$ cat src/rtl/spo2_ratio_of_ratios_estimator_macros.svh
// Assertion macros shared by the estimator RTL.
`ifndef SPO2_RATIO_OF_RATIOS_ESTIMATOR_MACROS_SVH
`define SPO2_RATIO_OF_RATIOS_ESTIMATOR_MACROS_SVH
`ifndef SYNTHESIS
// Same-cycle implication, disabled in reset.
`define SPO2_CHECK(lbl, ante, cons) \
  lbl: assert property (@(posedge clk) disable iff (rst) (ante) |-> (cons)) \
    else $error("spo2 check failed");
// Next-cycle implication, disabled in reset.
`define SPO2_NEXT(lbl, ante, cons) \
  lbl: assert property (@(posedge clk) disable iff (rst) (ante) |=> (cons)) \
    else $error("spo2 next-cycle check failed");
`else
`define SPO2_CHECK(lbl, ante, cons)
`define SPO2_NEXT(lbl, ante, cons)
`endif
`endif

$ cat src/rtl/spo2_pkg.sv
// Package: widths, codes, coefficients and types of the SpO2 estimator.
`timescale 1ns / 1ps
package spo2_pkg;

  localparam int SAMPLE_BITS = 18;
  localparam int MAX_WINDOW  = 1024;
  localparam int CNT_W       = $clog2(MAX_WINDOW + 1);
  localparam int LOG_WIN     = $clog2(MAX_WINDOW);
  localparam int SUM_W       = SAMPLE_BITS + LOG_WIN;
  localparam int SQ_W        = 2 * SAMPLE_BITS + LOG_WIN;
  localparam int DC_W        = 18;
  localparam int WLEN_W      = 11;
  localparam int FLOOR_W     = DC_W + CNT_W;
  localparam int VAR_W       = CNT_W + SQ_W;
  localparam int S2_W        = 2 * SUM_W;
  localparam int MUL_W       = (VAR_W > S2_W) ? VAR_W : S2_W;
  localparam int PROD_W      = 2 * MUL_W;
  localparam int MCNT_W      = $clog2(MUL_W + 1);
  localparam int DEN_W       = VAR_W + S2_W;
  localparam int R_BITS      = 20;
  localparam int X_W         = 2 * R_BITS;
  localparam int FRAC_SHIFT  = 32;
  localparam int DROP        = X_W - FRAC_SHIFT;
  localparam int RT_W        = R_BITS + 2;
  localparam int STEP_W      = $clog2(X_W + 1);
  localparam int PCT_W       = 7;
  localparam int STAT_W      = 2;
  localparam int IDX_W       = 2;
  localparam int CFG_W       = 18;

  localparam int K2_W = 22;
  localparam int K1_W = 21;
  localparam int K0_W = 23;
  localparam int KT_W = K2_W + X_W;
  localparam int KU_W = K1_W + R_BITS;
  localparam int P_W  = 64;
  localparam logic [K2_W-1:0] K2_Q16 = 22'd2953052;
  localparam logic [K1_W-1:0] K1_Q16 = 21'd1989280;
  localparam logic [K0_W-1:0] K0_Q16 = 23'd6215762;
  localparam logic [P_W-1:0]  P_LOW  = 64'd50 << 48;
  localparam logic [P_W-1:0]  P_HIGH = 64'd100 << 48;

  localparam logic [WLEN_W-1:0] WLEN_RESET = 11'd400;
  localparam logic [DC_W-1:0]   DC_RESET   = 18'd5000;
  localparam logic [PCT_W-1:0]  PCT_MAX    = 7'd100;

  typedef enum logic [IDX_W-1:0] {
    CFG_WINDOW_LEN = 2'd0,
    CFG_MIN_DC     = 2'd1
  } cfg_idx_t;

  typedef enum logic [STAT_W-1:0] {
    STATUS_VALID     = 2'd0,
    STATUS_LOW       = 2'd1,
    STATUS_NO_FINGER = 2'd2
  } status_t;

  typedef enum logic [4:0] {
    ST_IDLE, ST_SQUARE, ST_ACCUM, ST_FLOOR, ST_RED_NSQ, ST_RED_S2,
    ST_IR_NSQ, ST_IR_S2, ST_RHS, ST_DEN, ST_SATCHK, ST_DIV, ST_ROOT,
    ST_Q2, ST_K2, ST_K1, ST_POLY, ST_RESULT
  } state_t;

  typedef struct packed {
    logic busy;
    logic done;
  } mul_stat_t;

endpackage

$ cat src/rtl/spo2_if.sv
// Interfaces: sample input, result output and configuration write channels.
`timescale 1ns / 1ps
interface spo2_in_if import spo2_pkg::*; ();
  logic                   valid;
  logic                   ready;
  logic [SAMPLE_BITS-1:0] red_sample;
  logic [SAMPLE_BITS-1:0] ir_sample;
  modport source (output valid, red_sample, ir_sample, input ready);
  modport sink   (input valid, red_sample, ir_sample, output ready);
endinterface

interface spo2_out_if import spo2_pkg::*; ();
  logic              valid;
  logic              ready;
  logic [PCT_W-1:0]  spo2_pct;
  logic              window_done;
  logic [STAT_W-1:0] status;
  modport source (output valid, spo2_pct, window_done, status, input ready);
  modport sink   (input valid, spo2_pct, window_done, status, output ready);
endinterface

interface spo2_cfg_if import spo2_pkg::*; ();
  logic             valid;
  logic             ready;
  logic [IDX_W-1:0] index;
  logic [CFG_W-1:0] data;
  modport source (output valid, index, data, input ready);
  modport sink   (input valid, index, data, output ready);
endinterface

$ cat src/rtl/spo2_mul.sv
// Bit-serial shift-add multiplier shared by the window computation.
`timescale 1ns / 1ps
module spo2_mul import spo2_pkg::*; (
  input  logic              clk,
  input  logic              rst,
  input  logic              start,
  input  logic [MUL_W-1:0]  a,
  input  logic [MUL_W-1:0]  b,
  output logic [PROD_W-1:0] prod,
  output mul_stat_t         stat
);

  logic [MUL_W-1:0]  areg;
  logic [MUL_W-1:0]  hi;
  logic [MUL_W-1:0]  lo;
  logic [MCNT_W-1:0] cnt;
  logic              busy;
  logic              done;
  logic [MUL_W:0]    sum;

  // one multiplier bit per cycle, LSB first
  assign sum = {1'b0, hi} + (lo[0] ? {1'b0, areg} : '0);

  always_ff @(posedge clk) begin
    if (rst) begin
      busy <= 1'b0;
      done <= 1'b0;
      cnt  <= '0;
    end else begin
      done <= busy && (cnt == MCNT_W'(1));
      if (start) begin
        busy <= 1'b1;
        cnt  <= MCNT_W'(MUL_W);
      end else if (busy) begin
        cnt <= cnt - MCNT_W'(1);
        if (cnt == MCNT_W'(1)) begin
          busy <= 1'b0;
        end
      end
    end
  end

  always_ff @(posedge clk) begin
    if (start) begin
      areg <= a;
      hi   <= '0;
      lo   <= b;
    end else if (busy) begin
      hi <= sum[MUL_W:1];
      lo <= {sum[0], lo[MUL_W-1:1]};
    end
  end

  assign prod = {hi, lo};
  assign stat = '{busy: busy, done: done};

endmodule

$ cat src/rtl/spo2_ratio_of_ratios_estimator.sv
// Top level: ratio-of-ratios SpO2 estimator over windows of red/IR sample pairs.
`timescale 1ns / 1ps
`include "spo2_ratio_of_ratios_estimator_macros.svh"
// Takes one red/IR sample pair per transaction and returns one result transaction
// for each pair, carrying the latest SpO2 estimate, its status, and a flag that
// marks the pair that closed a window. One pair is processed at a time. Both
// samples of a pair are squared bit-serially before the sums are updated. The
// pair that closes a window also takes up to ten passes through the shared
// 57-bit bit-serial multiplier, and may need a restoring divider and a 20-step
// square root. The result sits in an output register, so a waiting sink does
// not hold back the start of the next pair. Registers: index 0 is the window
// length (clamped to 2..1024 when used), index 1 the DC floor that both
// channel means must exceed. Writes take effect at once.
module spo2_ratio_of_ratios_estimator import spo2_pkg::*; (
  input logic        clk,
  input logic        rst,
  spo2_in_if.sink    samples,
  spo2_out_if.source results,
  spo2_cfg_if.sink   cfg
);

  state_t state, state_next;

  // configuration
  logic [WLEN_W-1:0] window_len;
  logic [DC_W-1:0]   min_dc;
  logic [CNT_W-1:0]  win_eff;

  // running window state
  logic [CNT_W-1:0] count;
  logic [CNT_W-1:0] count_inc;
  logic [SUM_W-1:0] red_sum, ir_sum;
  logic [SQ_W-1:0]  red_sq_sum, ir_sq_sum;
  logic [PCT_W-1:0] last_est;
  status_t          last_status;
  logic             win_flag;

  // per-sample squaring
  logic [SAMPLE_BITS-1:0] red_a, ir_a, red_hi, red_lo, ir_hi, ir_lo;
  logic [SAMPLE_BITS:0]   red_add, ir_add;
  logic [STEP_W-1:0]      step;

  // window datapath
  logic [VAR_W-1:0]  vr, vi, vi_new;
  logic [S2_W-1:0]   sr2, si2, s2_now;
  logic [PROD_W-1:0] big;
  logic [DEN_W-1:0]  den;
  logic [DEN_W-1:0]  rem;
  logic [DEN_W:0]    div_sh, div_diff;
  logic              div_ge;
  logic [X_W-1:0]    dq, xq;
  logic [RT_W-1:0]   rt_rem;
  logic [RT_W+1:0]   rt_sh, rt_trial, rt_diff;
  logic              rt_ge;
  logic [R_BITS-1:0] q;
  logic [X_W-1:0]    q2;
  logic [KT_W-1:0]   kt;
  logic [KU_W-1:0]   ku;
  logic [P_W-1:0]    poly;
  logic              sat;
  logic [FLOOR_W-1:0] floor_v;
  logic               no_finger;

  // multiplier
  logic              launch;
  logic [MUL_W-1:0]  mul_a, mul_b;
  logic [PROD_W-1:0] prod;
  mul_stat_t         mul_stat;

  // output register
  logic              out_valid;
  logic [PCT_W-1:0]  out_pct;
  logic              out_done;
  logic [STAT_W-1:0] out_status;

  function automatic logic is_mul(state_t s);
    return s inside {ST_FLOOR, ST_RED_NSQ, ST_RED_S2, ST_IR_NSQ, ST_IR_S2,
                     ST_RHS, ST_DEN, ST_Q2, ST_K2, ST_K1};
  endfunction

  spo2_mul u_mul (
    .clk   (clk),
    .rst   (rst),
    .start (launch),
    .a     (mul_a),
    .b     (mul_b),
    .prod  (prod),
    .stat  (mul_stat)
  );

  assign samples.ready       = (state == ST_IDLE);
  assign cfg.ready           = 1'b1;
  assign results.valid       = out_valid;
  assign results.spo2_pct    = out_pct;
  assign results.window_done = out_done;
  assign results.status      = out_status;

  // clamp the window length to the supported range
  always_comb begin
    if (window_len < WLEN_W'(2)) begin
      win_eff = CNT_W'(2);
    end else if (window_len > WLEN_W'(MAX_WINDOW)) begin
      win_eff = CNT_W'(MAX_WINDOW);
    end else begin
      win_eff = CNT_W'(window_len);
    end
  end

  assign count_inc = count + CNT_W'(1);
  assign red_add   = {1'b0, red_hi} + (red_lo[0] ? {1'b0, red_a} : '0);
  assign ir_add    = {1'b0, ir_hi} + (ir_lo[0] ? {1'b0, ir_a} : '0);
  assign floor_v   = prod[FLOOR_W-1:0];
  assign no_finger = (FLOOR_W'(red_sum) <= floor_v) || (FLOOR_W'(ir_sum) <= floor_v);
  assign s2_now    = prod[S2_W-1:0];
  assign vi_new    = (vi >= VAR_W'(s2_now)) ? vi - VAR_W'(s2_now) : '0;
  assign sat       = (big >> DROP) >= PROD_W'(den);

  // one quotient bit of the restoring divider
  assign div_sh   = {rem, dq[X_W-1]};
  assign div_ge   = div_sh >= {1'b0, den};
  assign div_diff = div_sh - {1'b0, den};

  // one root bit of the restoring square root
  assign rt_sh    = {rt_rem, xq[X_W-1:X_W-2]};
  assign rt_trial = (RT_W + 2)'({q, 2'b01});
  assign rt_ge    = rt_sh >= rt_trial;
  assign rt_diff  = rt_sh - rt_trial;

  // P = K0*2^32 + K1*Rq*2^16 - K2*Rq^2, all in Q48
  assign poly = (P_W'(K0_Q16) << FRAC_SHIFT) + (P_W'(ku) << 16) - P_W'(kt);

  // multiplier operands per step
  always_comb begin
    mul_a = '0;
    mul_b = '0;
    case (state)
      ST_FLOOR: begin
        mul_a = MUL_W'(min_dc);
        mul_b = MUL_W'(count);
      end
      ST_RED_NSQ: begin
        mul_a = MUL_W'(count);
        mul_b = MUL_W'(red_sq_sum);
      end
      ST_RED_S2: begin
        mul_a = MUL_W'(red_sum);
        mul_b = MUL_W'(red_sum);
      end
      ST_IR_NSQ: begin
        mul_a = MUL_W'(count);
        mul_b = MUL_W'(ir_sq_sum);
      end
      ST_IR_S2: begin
        mul_a = MUL_W'(ir_sum);
        mul_b = MUL_W'(ir_sum);
      end
      ST_RHS: begin
        mul_a = MUL_W'(vr);
        mul_b = MUL_W'(si2);
      end
      ST_DEN: begin
        mul_a = MUL_W'(vi);
        mul_b = MUL_W'(sr2);
      end
      ST_Q2: begin
        mul_a = MUL_W'(q);
        mul_b = MUL_W'(q);
      end
      ST_K2: begin
        mul_a = MUL_W'(K2_Q16);
        mul_b = MUL_W'(q2);
      end
      ST_K1: begin
        mul_a = MUL_W'(K1_Q16);
        mul_b = MUL_W'(q);
      end
      default: begin
      end
    endcase
  end

  always_ff @(posedge clk) begin
    if (rst) begin
      state <= ST_IDLE;
    end else begin
      state <= state_next;
    end
  end

  // next state
  always_comb begin
    state_next = state;
    case (state)
      ST_IDLE: begin
        if (samples.valid) begin
          state_next = ST_SQUARE;
        end
      end
      ST_SQUARE: begin
        if (step == STEP_W'(1)) begin
          state_next = ST_ACCUM;
        end
      end
      ST_ACCUM: begin
        state_next = (count_inc >= win_eff) ? ST_FLOOR : ST_RESULT;
      end
      ST_FLOOR: begin
        if (mul_stat.done) begin
          state_next = no_finger ? ST_RESULT : ST_RED_NSQ;
        end
      end
      ST_RED_NSQ: if (mul_stat.done) state_next = ST_RED_S2;
      ST_RED_S2:  if (mul_stat.done) state_next = ST_IR_NSQ;
      ST_IR_NSQ:  if (mul_stat.done) state_next = ST_IR_S2;
      ST_IR_S2: begin
        if (mul_stat.done) begin
          state_next = (vi_new == '0) ? ST_RESULT : ST_RHS;
        end
      end
      ST_RHS: if (mul_stat.done) state_next = ST_DEN;
      ST_DEN: if (mul_stat.done) state_next = ST_SATCHK;
      ST_SATCHK: begin
        state_next = sat ? ST_Q2 : ST_DIV;
      end
      ST_DIV: begin
        if (step == STEP_W'(1)) begin
          state_next = ST_ROOT;
        end
      end
      ST_ROOT: begin
        if (step == STEP_W'(1)) begin
          state_next = ST_Q2;
        end
      end
      ST_Q2: if (mul_stat.done) state_next = ST_K2;
      ST_K2: if (mul_stat.done) state_next = ST_K1;
      ST_K1: if (mul_stat.done) state_next = ST_POLY;
      ST_POLY: begin
        state_next = ST_RESULT;
      end
      ST_RESULT: begin
        if (!out_valid || results.ready) begin
          state_next = ST_IDLE;
        end
      end
      default: begin
        state_next = ST_IDLE;
      end
    endcase
  end

  // control registers: config, window state, estimate, output valid, step counter, multiplier launch
  always_ff @(posedge clk) begin
    if (rst) begin
      launch      <= 1'b0;
      window_len  <= WLEN_RESET;
      min_dc      <= DC_RESET;
      count       <= '0;
      red_sum     <= '0;
      ir_sum      <= '0;
      red_sq_sum  <= '0;
      ir_sq_sum   <= '0;
      last_est    <= '0;
      last_status <= STATUS_NO_FINGER;
      win_flag    <= 1'b0;
      out_valid   <= 1'b0;
      step        <= '0;
    end else begin
      launch <= is_mul(state_next) && (state_next != state);

      if (cfg.valid) begin
        case (cfg_idx_t'(cfg.index))
          CFG_WINDOW_LEN: window_len <= cfg.data[WLEN_W-1:0];
          CFG_MIN_DC:     min_dc     <= cfg.data[DC_W-1:0];
          default: begin
          end
        endcase
      end

      // load a new result when the register is free or being taken, else drop it once taken
      if ((state == ST_RESULT) && (!out_valid || results.ready)) begin
        out_valid <= 1'b1;
      end else if (out_valid && results.ready) begin
        out_valid <= 1'b0;
      end

      case (state)
        ST_IDLE: begin
          step <= STEP_W'(SAMPLE_BITS);
        end
        ST_SQUARE: begin
          step <= step - STEP_W'(1);
        end
        ST_ACCUM: begin
          // fold the pair into the window
          count      <= count_inc;
          red_sum    <= red_sum + SUM_W'(red_a);
          ir_sum     <= ir_sum + SUM_W'(ir_a);
          red_sq_sum <= red_sq_sum + SQ_W'({red_hi, red_lo});
          ir_sq_sum  <= ir_sq_sum + SQ_W'({ir_hi, ir_lo});
          win_flag   <= (count_inc >= win_eff);
        end
        ST_FLOOR: begin
          if (mul_stat.done && no_finger) begin
            last_est    <= '0;
            last_status <= STATUS_NO_FINGER;
          end
        end
        ST_IR_S2: begin
          if (mul_stat.done && (vi_new == '0)) begin
            last_est    <= '0;
            last_status <= STATUS_LOW;
          end
        end
        ST_SATCHK: begin
          step <= STEP_W'(X_W);
        end
        ST_DIV: begin
          step <= (step == STEP_W'(1)) ? STEP_W'(R_BITS) : step - STEP_W'(1);
        end
        ST_ROOT: begin
          step <= step - STEP_W'(1);
        end
        ST_POLY: begin
          if ($signed(poly) < $signed(P_LOW)) begin
            last_est    <= '0;
            last_status <= STATUS_LOW;
          end else if ($signed(poly) > $signed(P_HIGH)) begin
            last_est    <= PCT_MAX;
            last_status <= STATUS_VALID;
          end else begin
            last_est    <= poly[48 +: PCT_W];
            last_status <= STATUS_VALID;
          end
        end
        ST_RESULT: begin
          // drop the window once its estimate is settled
          if (win_flag) begin
            count      <= '0;
            red_sum    <= '0;
            ir_sum     <= '0;
            red_sq_sum <= '0;
            ir_sq_sum  <= '0;
          end
        end
        default: begin
        end
      endcase
    end
  end

  // payload registers
  always_ff @(posedge clk) begin
    case (state)
      ST_IDLE: begin
        if (samples.valid) begin
          red_a  <= samples.red_sample;
          ir_a   <= samples.ir_sample;
          red_lo <= samples.red_sample;
          ir_lo  <= samples.ir_sample;
          red_hi <= '0;
          ir_hi  <= '0;
        end
      end
      ST_SQUARE: begin
        red_hi <= red_add[SAMPLE_BITS:1];
        red_lo <= {red_add[0], red_lo[SAMPLE_BITS-1:1]};
        ir_hi  <= ir_add[SAMPLE_BITS:1];
        ir_lo  <= {ir_add[0], ir_lo[SAMPLE_BITS-1:1]};
      end
      ST_RED_NSQ: if (mul_stat.done) vr <= prod[VAR_W-1:0];
      ST_RED_S2: begin
        if (mul_stat.done) begin
          sr2 <= s2_now;
          vr  <= (vr >= VAR_W'(s2_now)) ? vr - VAR_W'(s2_now) : '0;
        end
      end
      ST_IR_NSQ: if (mul_stat.done) vi <= prod[VAR_W-1:0];
      ST_IR_S2: begin
        if (mul_stat.done) begin
          si2 <= s2_now;
          vi  <= vi_new;
        end
      end
      ST_RHS: if (mul_stat.done) big <= prod;
      ST_DEN: if (mul_stat.done) den <= prod[DEN_W-1:0];
      ST_SATCHK: begin
        // the quotient would not fit: saturate R
        if (sat) begin
          q <= '1;
        end
        rem <= DEN_W'(big >> DROP);
        dq  <= {big[DROP-1:0], {FRAC_SHIFT{1'b0}}};
      end
      ST_DIV: begin
        rem    <= div_ge ? div_diff[DEN_W-1:0] : div_sh[DEN_W-1:0];
        dq     <= {dq[X_W-2:0], 1'b0};
        xq     <= {xq[X_W-2:0], div_ge};
        rt_rem <= '0;
        q      <= '0;
      end
      ST_ROOT: begin
        rt_rem <= rt_ge ? rt_diff[RT_W-1:0] : rt_sh[RT_W-1:0];
        q      <= {q[R_BITS-2:0], rt_ge};
        xq     <= {xq[X_W-3:0], 2'b00};
      end
      ST_Q2: if (mul_stat.done) q2 <= prod[X_W-1:0];
      ST_K2: if (mul_stat.done) kt <= prod[KT_W-1:0];
      ST_K1: if (mul_stat.done) ku <= prod[KU_W-1:0];
      ST_RESULT: begin
        if (!out_valid || results.ready) begin
          out_pct    <= last_est;
          out_done   <= win_flag;
          out_status <= STAT_W'(last_status);
        end
      end
      default: begin
      end
    endcase
  end

  `SPO2_CHECK(a_launch_free, launch, !mul_stat.busy)
  `SPO2_CHECK(a_done_in_step, mul_stat.done, is_mul(state))
  `SPO2_CHECK(a_est_range, 1'b1, last_est <= PCT_MAX)
  `SPO2_CHECK(a_valid_plausible, last_status == STATUS_VALID, last_est >= PCT_W'(50))
  `SPO2_NEXT(a_window_clear, (state == ST_RESULT) && win_flag, count == '0)

endmodule

$ cat src/flat_wrapper.sv
// flat-port wrapper written by rule: the top's interface ports become plain ports
module spo2_ratio_of_ratios_estimator_flat import spo2_pkg::*;
  (clk, rst, samples_valid, samples_red_sample, samples_ir_sample, samples_ready, results_valid, results_spo2_pct, results_window_done, results_status, results_ready, cfg_valid, cfg_index, cfg_data, cfg_ready);
  spo2_in_if samples_i ();
  spo2_out_if results_i ();
  spo2_cfg_if cfg_i ();
  input logic clk;
  input logic rst;
  input wire logic [$bits(samples_i.valid)-1:0] samples_valid;
  input wire logic [$bits(samples_i.red_sample)-1:0] samples_red_sample;
  input wire logic [$bits(samples_i.ir_sample)-1:0] samples_ir_sample;
  output wire logic [$bits(samples_i.ready)-1:0] samples_ready;
  output wire logic [$bits(results_i.valid)-1:0] results_valid;
  output wire logic [$bits(results_i.spo2_pct)-1:0] results_spo2_pct;
  output wire logic [$bits(results_i.window_done)-1:0] results_window_done;
  output wire logic [$bits(results_i.status)-1:0] results_status;
  input wire logic [$bits(results_i.ready)-1:0] results_ready;
  input wire logic [$bits(cfg_i.valid)-1:0] cfg_valid;
  input wire logic [$bits(cfg_i.index)-1:0] cfg_index;
  input wire logic [$bits(cfg_i.data)-1:0] cfg_data;
  output wire logic [$bits(cfg_i.ready)-1:0] cfg_ready;
  assign samples_i.valid = samples_valid;
  assign samples_i.red_sample = samples_red_sample;
  assign samples_i.ir_sample = samples_ir_sample;
  assign samples_ready = samples_i.ready;
  assign results_valid = results_i.valid;
  assign results_spo2_pct = results_i.spo2_pct;
  assign results_window_done = results_i.window_done;
  assign results_status = results_i.status;
  assign results_i.ready = results_ready;
  assign cfg_i.valid = cfg_valid;
  assign cfg_i.index = cfg_index;
  assign cfg_i.data = cfg_data;
  assign cfg_ready = cfg_i.ready;
  spo2_ratio_of_ratios_estimator u_core (.clk(clk), .rst(rst), .samples(samples_i), .results(results_i), .cfg(cfg_i));
endmodule
$ cat config.mk
export PLATFORM = sky130hd
export DESIGN_NAME = spo2_ratio_of_ratios_estimator_flat
export DESIGN_NICKNAME = d
export VERILOG_FILES = /design/src/rtl/spo2_pkg.sv /design/src/rtl/spo2_if.sv /design/src/rtl/spo2_mul.sv /design/src/rtl/spo2_ratio_of_ratios_estimator.sv /design/src/flat_wrapper.sv
export VERILOG_INCLUDE_DIRS = /design/src /design/src/rtl
export SDC_FILE = /design/constraint.sdc
export NUM_CORES = 2
export LEC_CHECK = 0
export BUFFER_PORTS_ARGS = -buffer_cell sky130_fd_sc_hd__buf_2
export CORE_MARGIN = 1.5
export CORE_UTILIZATION = 30
export DETAILED_ROUTE_END_ITERATION = 7
export MAX_ROUTING_LAYER = met4
export PLACE_DENSITY = 0.5
export SYNTH_ARGS = -nofsm -noshare
export SYNTH_HDL_FRONTEND = slang
export SYNTH_SLANG_ARGS = --single-unit
$ cat constraint.sdc
create_clock -name clk -period 16.35 [get_ports clk]
set_input_delay 3.27 -clock clk [delete_from_list [all_inputs] [get_ports clk]]
set_output_delay 3.27 -clock clk [all_outputs]
set_load 0.05 [all_outputs]
* Word level (Yosys, flattened, before mapping)
Cells that the tools add are included.
Widths: inputs -> output; s select.
** Word-level totals
- Flip-flop bits (word level) :: 1339
- Bits of input ports :: 61
- Output and inout bits :: 13
- Logic and storage cells :: 234
** Operators by class
- Add/subtract/negate cells :: 16
- Magnitude comparators :: 12
- Equal/unequal tests :: 40
- Muxes and demuxes :: 77
- Reduce and logical (&&, ||, !) cells :: 45
** Operators with widths (count)
- $pmux 57 s9 :: 1
- $pmux 56 s9 :: 1
- $mux 57 :: 8
- $pmux 57 s2 :: 2
- $pmux 113 s2 :: 1
- $pmux 46 s2 :: 2
- $pmux 40 s2 :: 2
- $pmux 18 s2 :: 4
- $ge 114x113->1 :: 1
- $ge 57x56->1 :: 2
- $sub 57x56->57 :: 2
- $ge 106x113->1 :: 1
- $mux 113 :: 1
- $sub 113x113->113 :: 1
- $pmux 28 s2 :: 2
- $add 46x36->46 :: 2
- $mux 18 :: 5
- $mux 5 :: 18
- $pmux 5 s18 :: 1
- $eq 5x4->1 const B :: 13
- $gt 64x56->1 const B :: 1
- $lt 64x55->1 const B :: 1
- $sub 64x62->64 :: 1
- $pmux 20 s3 :: 1
- other kinds (49) :: 116

* Longest topological paths before layout
- Word-level depth :: 9
- Depth in mapped cells :: 24
- Depth with buffers taken out :: 23

* Modules after synthesis
From an unflattened synthesis, not the netlist that was laid out.
** Unflattened totals
- Cells, all modules :: 8630
- Area, all modules :: 83767.8 um2
** By module, submodules not included
- spo2_ratio_of_ratios_estimator :: instances 1, cells an instance 7674, area each 73679.4 um2, sequential area each 31760.5 um2
- spo2_mul :: instances 1, cells an instance 956, area each 10088.4 um2, sequential area each 4724.5 um2

* Least setup slack after synthesis
Ideal clock, no wire load.
- Kind :: flip-flop to flip-flop
- From :: register u_core.state[3]
- To :: register u_core.step[2]
- Library setup time :: 70 ps
- Arrival time :: 13415 ps
- Data required time :: 16280 ps
- Path slack :: 2864 ps
- Stages on the path, launching flop included :: 11
- Buffers on the path :: 2
- Period minus slack after synthesis :: 13486 ps
- Cells stage by stage :: dfxtp_1 > clkbuf_1 > clkinv_1 > nor3_1 > nand2_1 > clkbuf_1 > nand2_1 > nor2_1 > o21ai_0 > a21oi_1 > a21oi_1
** On the way
- Longest elaborated chain between the ends :: 3
- Elaborated cells between the ends (all ways) :: 8
- Classes of those cells :: 4 x eq/ne; 1 x mux; 3 x reduce/logical
** RTL lines
- start: declaration :: line spo2_ratio_of_ratios_estimator.sv:22 : state_t state, state_next;
- start signal: assignment :: line spo2_ratio_of_ratios_estimator.sv:186 : state <= state_next;
- $eq 5x1->1 or $eq 5x4->1 (tied branches) :: line spo2_ratio_of_ratios_estimator.sv:287 : case (state)
- $reduce_or 2->1 (no line)
- $pmux 6 s4 or $reduce_bool 4->1 (tied branches)
- end signal: assignment :: line spo2_ratio_of_ratios_estimator.sv:289 : step <= STEP_W'(SAMPLE_BITS);
- end signal: assignment :: line spo2_ratio_of_ratios_estimator.sv:292 : step <= step - STEP_W'(1);
- end signal: assignment :: line spo2_ratio_of_ratios_estimator.sv:316 : step <= STEP_W'(X_W);
- end: declaration :: line spo2_ratio_of_ratios_estimator.sv:41 : logic [STEP_W-1:0] step;
Several ways; a longest one is shown, not always the timed one.
A chain may end at the register's enable or synchronous reset.

* Worst setup path in the final report
- From :: register u_core.u_mul.lo[6]
- To :: register u_core.vr[50] (data pin)
** On the way
- Longest elaborated chain between the ends :: 4
- Elaborated cells between the ends (all ways) :: 5
- Classes of those cells :: 1 x add/sub; 1 x order compare; 3 x mux
** RTL lines
- start: declaration :: line spo2_mul.sv:15 : logic [MUL_W-1:0] lo;
- start signal: assignment :: line spo2_mul.sv:50 : lo <= {sum[0], lo[MUL_W-1:1]};
- $sub 57x56->57 or $ge 57x56->1 (tied branches) :: line spo2_ratio_of_ratios_estimator.sv:375 : vr <= (vr >= VAR_W'(s2_now)) ? vr - VAR_W'(s2_now) : '0;
- $mux 57 * :: line spo2_ratio_of_ratios_estimator.sv:375
- $mux 57 * :: line spo2_ratio_of_ratios_estimator.sv:373 : if (mul_stat.done) begin
- $pmux 57 s2 * :: line spo2_ratio_of_ratios_estimator.sv:354 : case (state)
- end signal: assignment :: line spo2_ratio_of_ratios_estimator.sv:371 : ST_RED_NSQ: if (mul_stat.done) vr <= prod[VAR_W-1:0];
- end signal: assignment :: line spo2_ratio_of_ratios_estimator.sv:375
- end: declaration :: line spo2_ratio_of_ratios_estimator.sv:44 : logic [VAR_W-1:0] vr, vi, vi_new;
Mark *: on every way between the ends. The rest lies on a longest branch, timed or not. The select of a mux whose other input is x is not followed.

==> metrics.log <==
[metrics] run status: complete, no violations
[metrics] final net count: 8918
[metrics] sum of routed wire length over all layers: ~280000 um
[metrics] placed wire-length estimate after detailed placement: roughly 210000 um
[metrics] combinational power share: 0.080
[metrics] primary flip-flop cell chosen by synthesis mapping: edfxtp_1
[metrics] overall die area: ~0.27 sq mm
[metrics] first-pass GRT wire length: around 420000 um
[metrics] clk buf depth: 3
[metrics] maximum number of pins on one net before global-route repair: about 130
[metrics] Mean Syn Cell Area: approximately 9.7 sq um
[metrics] fraction of layout cells with a size suffix above 1: 0.0634
[metrics] clock tree root driver cell: clkbuf_16
[metrics] Port-buffer cells: 72
[metrics] initial antenna violation count: 16
[metrics] Power Dens Cells: approximately 91 mW/mm^2
[metrics] leftover overflow at the end of global routing: 0
[metrics] final estimated routing congestion in global placement: between 0.9 and 1
[metrics] Syn Std Cell Area: between 0.07 and 0.08 sq mm
[metrics] post-route antenna net violation count: 0
[metrics] number of enable flip-flop cells after synthesis: slightly above 1000
[metrics] VDD IR max: 115 uV
[metrics] Synth Instances: between 8000 and 9000
[metrics] Post-Route Hold Slack: 0.433 ns
[metrics] floorplan core area: approximately 0.27 sq mm
[metrics] initial cell density of the core: 0.301
[metrics] post-cts gate resize count: 0
[metrics] area taken by multi-input logic gates: 0.0407 sq mm
[metrics] Crit path arrival time: 7.40 ns
[metrics] number of filler instances in the final layout: around 27000
[metrics] H-tree depth: 4
[metrics] clk sink count: between 1000 and 1500
[metrics] data required time of the critical path: roughly 17 ns
[metrics] internal power summed over all cells: 6.08 mW
[metrics] launch point of the critical path: u_core.u_mul.lo[6]
[metrics] min Tclk post-route: 6.85 ns
[metrics] Worst Setup Start Kind: flop
[metrics] top-level port count: 74
[metrics] Initial DRC Count: between 6000 and 7000
[metrics] most repeated cell in the gate-level netlist after synthesis: edfxtp_1
[metrics] Syn Nets: between 8000 and 9000
[metrics] register area: roughly 0.036 sq mm
[metrics] fraction of the cycle the final worst path needs: 0.419
[metrics] maximum capacitance violations: 0
[metrics] clock group share of total power: 0.453
[metrics] total track usage: 0.210
[metrics] Critical Path End Type: flop
[metrics] fin. max-slew vios: 0
[metrics] horizontal die dimension: between 500 and 600 um
[metrics] biggest area consumer among synthesized cells: edfxtp_1
[metrics] number of global-route vias before repair: roughly 63000
[metrics] # Post-CTS Setup Buffers: 0
[metrics] drt drc: 0
[metrics] Critical-path top delay cell: o41ai_1
[metrics] slew of the pin with the lowest slew margin: approximately 1.3 ns
[metrics] post-synth top area share: 0.388
[metrics] cells taking the most area after synthesis: edfxtp_1 39%, ha_1 10%, dfxtp_1 6.9%
[metrics] worst clock skew: 0.0528 ns
[metrics] Die Y-Extent: slightly above 500 um
[metrics] CTS buffer count: roughly 160
[metrics] Vias per Instance: ~5.4
[metrics] vias post-DR: 64396
[metrics] launch instance of the worst min-delay path: u_core.last_est[4]
[metrics] number of hold violations in the final report: 0
[metrics] number of detailed-routing iterations run before antenna repair: 7
[metrics] setup ws final: about 9.5 ns
[metrics] TritonCTS clock tree: built
[metrics] row count: 189
[metrics] power dissipated by switching net loads: approximately 2.0 mW
[metrics] hold-fix buffers at CTS: 0
[metrics] switching power share of the total: 0.252
[metrics] clock slew at reported path FFs: ~0.060 ns
[metrics] Area growth, synth to finish: 12.3%
[metrics] Seq cells post-synth: 1307
[metrics] sequential cell fraction of total power: 0.467
[metrics] Setup violations, final: 0
[metrics] Reg-to-Reg Start: u_core.u_mul.lo[6]
[metrics] commonest cells in the synthesized netlist: 1031 x edfxtp_1, 917 x nand2_1, 690 x a21oi_1
[metrics] CP cell instances: inv_1 > ha_1 > a21o_1 > a21o_1 > a2111oi_0 > a2111oi_0 > a21oi_1 > a31oi_1 > o41ai_1 > o21ai_1 > a31oi_1 > o21ai_1 > a21oi_1 > o22ai_2 > buf_4 > inv_2 > buf_4 > o22ai_1
[metrics] setup TNS after final layout: 0 ns
[metrics] sequential share of the synthesized area: 0.457
[metrics] Distinct cells, synth: around 110
[metrics] upper clock frequency limit: around 150 MHz
[metrics] highest fanout seen on the critical path: 33
[metrics] yosys warns: 0
[metrics] final core area utilization: 0.338
[metrics] clock latency at the later pin of the worst-skew pair: roughly 0.87 ns
[metrics] fraction of registers with async set or reset after synthesis: 0
[metrics] critical path's largest stage delay: 0.84 ns
[metrics] type of the worst setup path: reg -> reg
[metrics] worst setup timing slack at the placement stage: approximately 9.7 ns
[metrics] relative slew slack: 0.101
[metrics] RSZ-0062 raised after global routing: no
[metrics] WL per Instance: around 24 um
[metrics] Leak Pwr: 35.3 nW
[metrics] worst min path class: reg -> reg
[metrics] post-layout total power: roughly 8.1 mW
registers in the layout, summed over array words and instances, names as in the netlist, 62 cells and up:
signal and count:
u_core.big 114, u_core.den 113, u_core.kt 62, u_core.rem 113
power groups by stage:
stage               combinational, mW  clock (mW)  sequential [mW]
finish                          0.647        3.68             3.80
CTS                             0.648        3.76             3.80
floorplan                       0.508           0             3.80
global placement                0.633           0             3.87
detailed placement              0.643           0             3.87
global route                    0.732        3.88             3.81
stage by stage:
step                cell area, sq um  cells
finish                         89700  11851
global route                   89700  11848
CTS                            89700  11846
detailed placement             84300  11550
global placement               84300  11550
floorplan                      79900   8194
area by class of cell:
class / count / share of cell area
Tap cell: 3533 / 0.0493
Antenna cell: 5 / 0.000139
Timing Repair Buffer: 169 / 0.0124
Multi-Input combinational cell: 6129 / 0.454
Sequential cell: 1307 / 0.407
Clock buffer: 210 / 0.0493
Clock inverter: 86 / 0.0110
Inverter: 412 / 0.0172
final timing paths:
check / to / slack [ns] / cells past startpoint
max: u_core.vr[50] / 9.50 / 18
min: u_core.results.spo2_pct[4] / 0.43 / 0
max reg2reg: u_core.vr[50] / 9.50 / 18
min reg2reg: u_core.results.spo2_pct[4] / 0.43 / 0
logic make-up (layout without fill, tap and decap cells):
family / Yosys count / count (layout) / share of synthesized area
AO/OA/AOI/OAI: 2429 / 2429 / 0.199
XOR/XNOR: 417 / 417 / 0.0457
adder cells (fa/ha/maj): 679 / 679 / 0.107
buffers and inverters: 758 / 877 / 0.0365
flip-flops: 1307 / 1307 / 0.457
multiplexers: 73 / 73 / 0.00918
other: 1 / 6 / 0.0000469
AND/OR/NAND/NOR: 2530 / 2530 / 0.146
critical path: cells and delay by family (launching register included):
kind                     cells  cell delay, ns
AO/OA/AOI/OAI               13            3.99
adder cells (fa/ha/maj)      1            0.44
buffers and inverters        4            1.30
flip-flops                   1            0.73
routing by layer:
metal / vias up / global-route usage / share of wire
li1: 30407 / - / -
met1: 31442 / 0.273 / 0.44
met2: 2094 / 0.330 / 0.46
met3: 453 / 0.0243 / 0.054
met4: 0 / 0.0906 / 0.047
met5: - / - / 0
layout by cell type, fill, tap and decap left out, types with 20 or more instances in the layout:
cell / count
nor3_1: 128
a22oi_1: 123
nor2b_1: 79
o22ai_1: 137
and3_1: 73
mux2i_1: 71
xor2_1: 164
clkbuf_16: 163
xnor2_1: 253
o21ai_0: 411
o21ai_1: 20
nand2_1: 913
o21bai_1: 65
o211ai_1: 32
dfxtp_1: 274
nand3_1: 127
buf_4: 96
or3_1: 45
o21a_1: 93
o31ai_1: 63
nor4_1: 36
a211oi_1: 59
a31oi_1: 52
nand4_1: 132
a221oi_1: 52
and2_1: 123
a22o_1: 52
inv_1: 407
a21o_1: 292
clkbuf_1: 29
a222oi_1: 51
clkinv_2: 26
a21boi_0: 37
nor2_1: 674
edfxtp_1: 1031
buf_2: 71
nand2b_1: 68
a21oi_1: 689
ha_1: 669
Note: power is estimated with default switching activity, not from simulation.
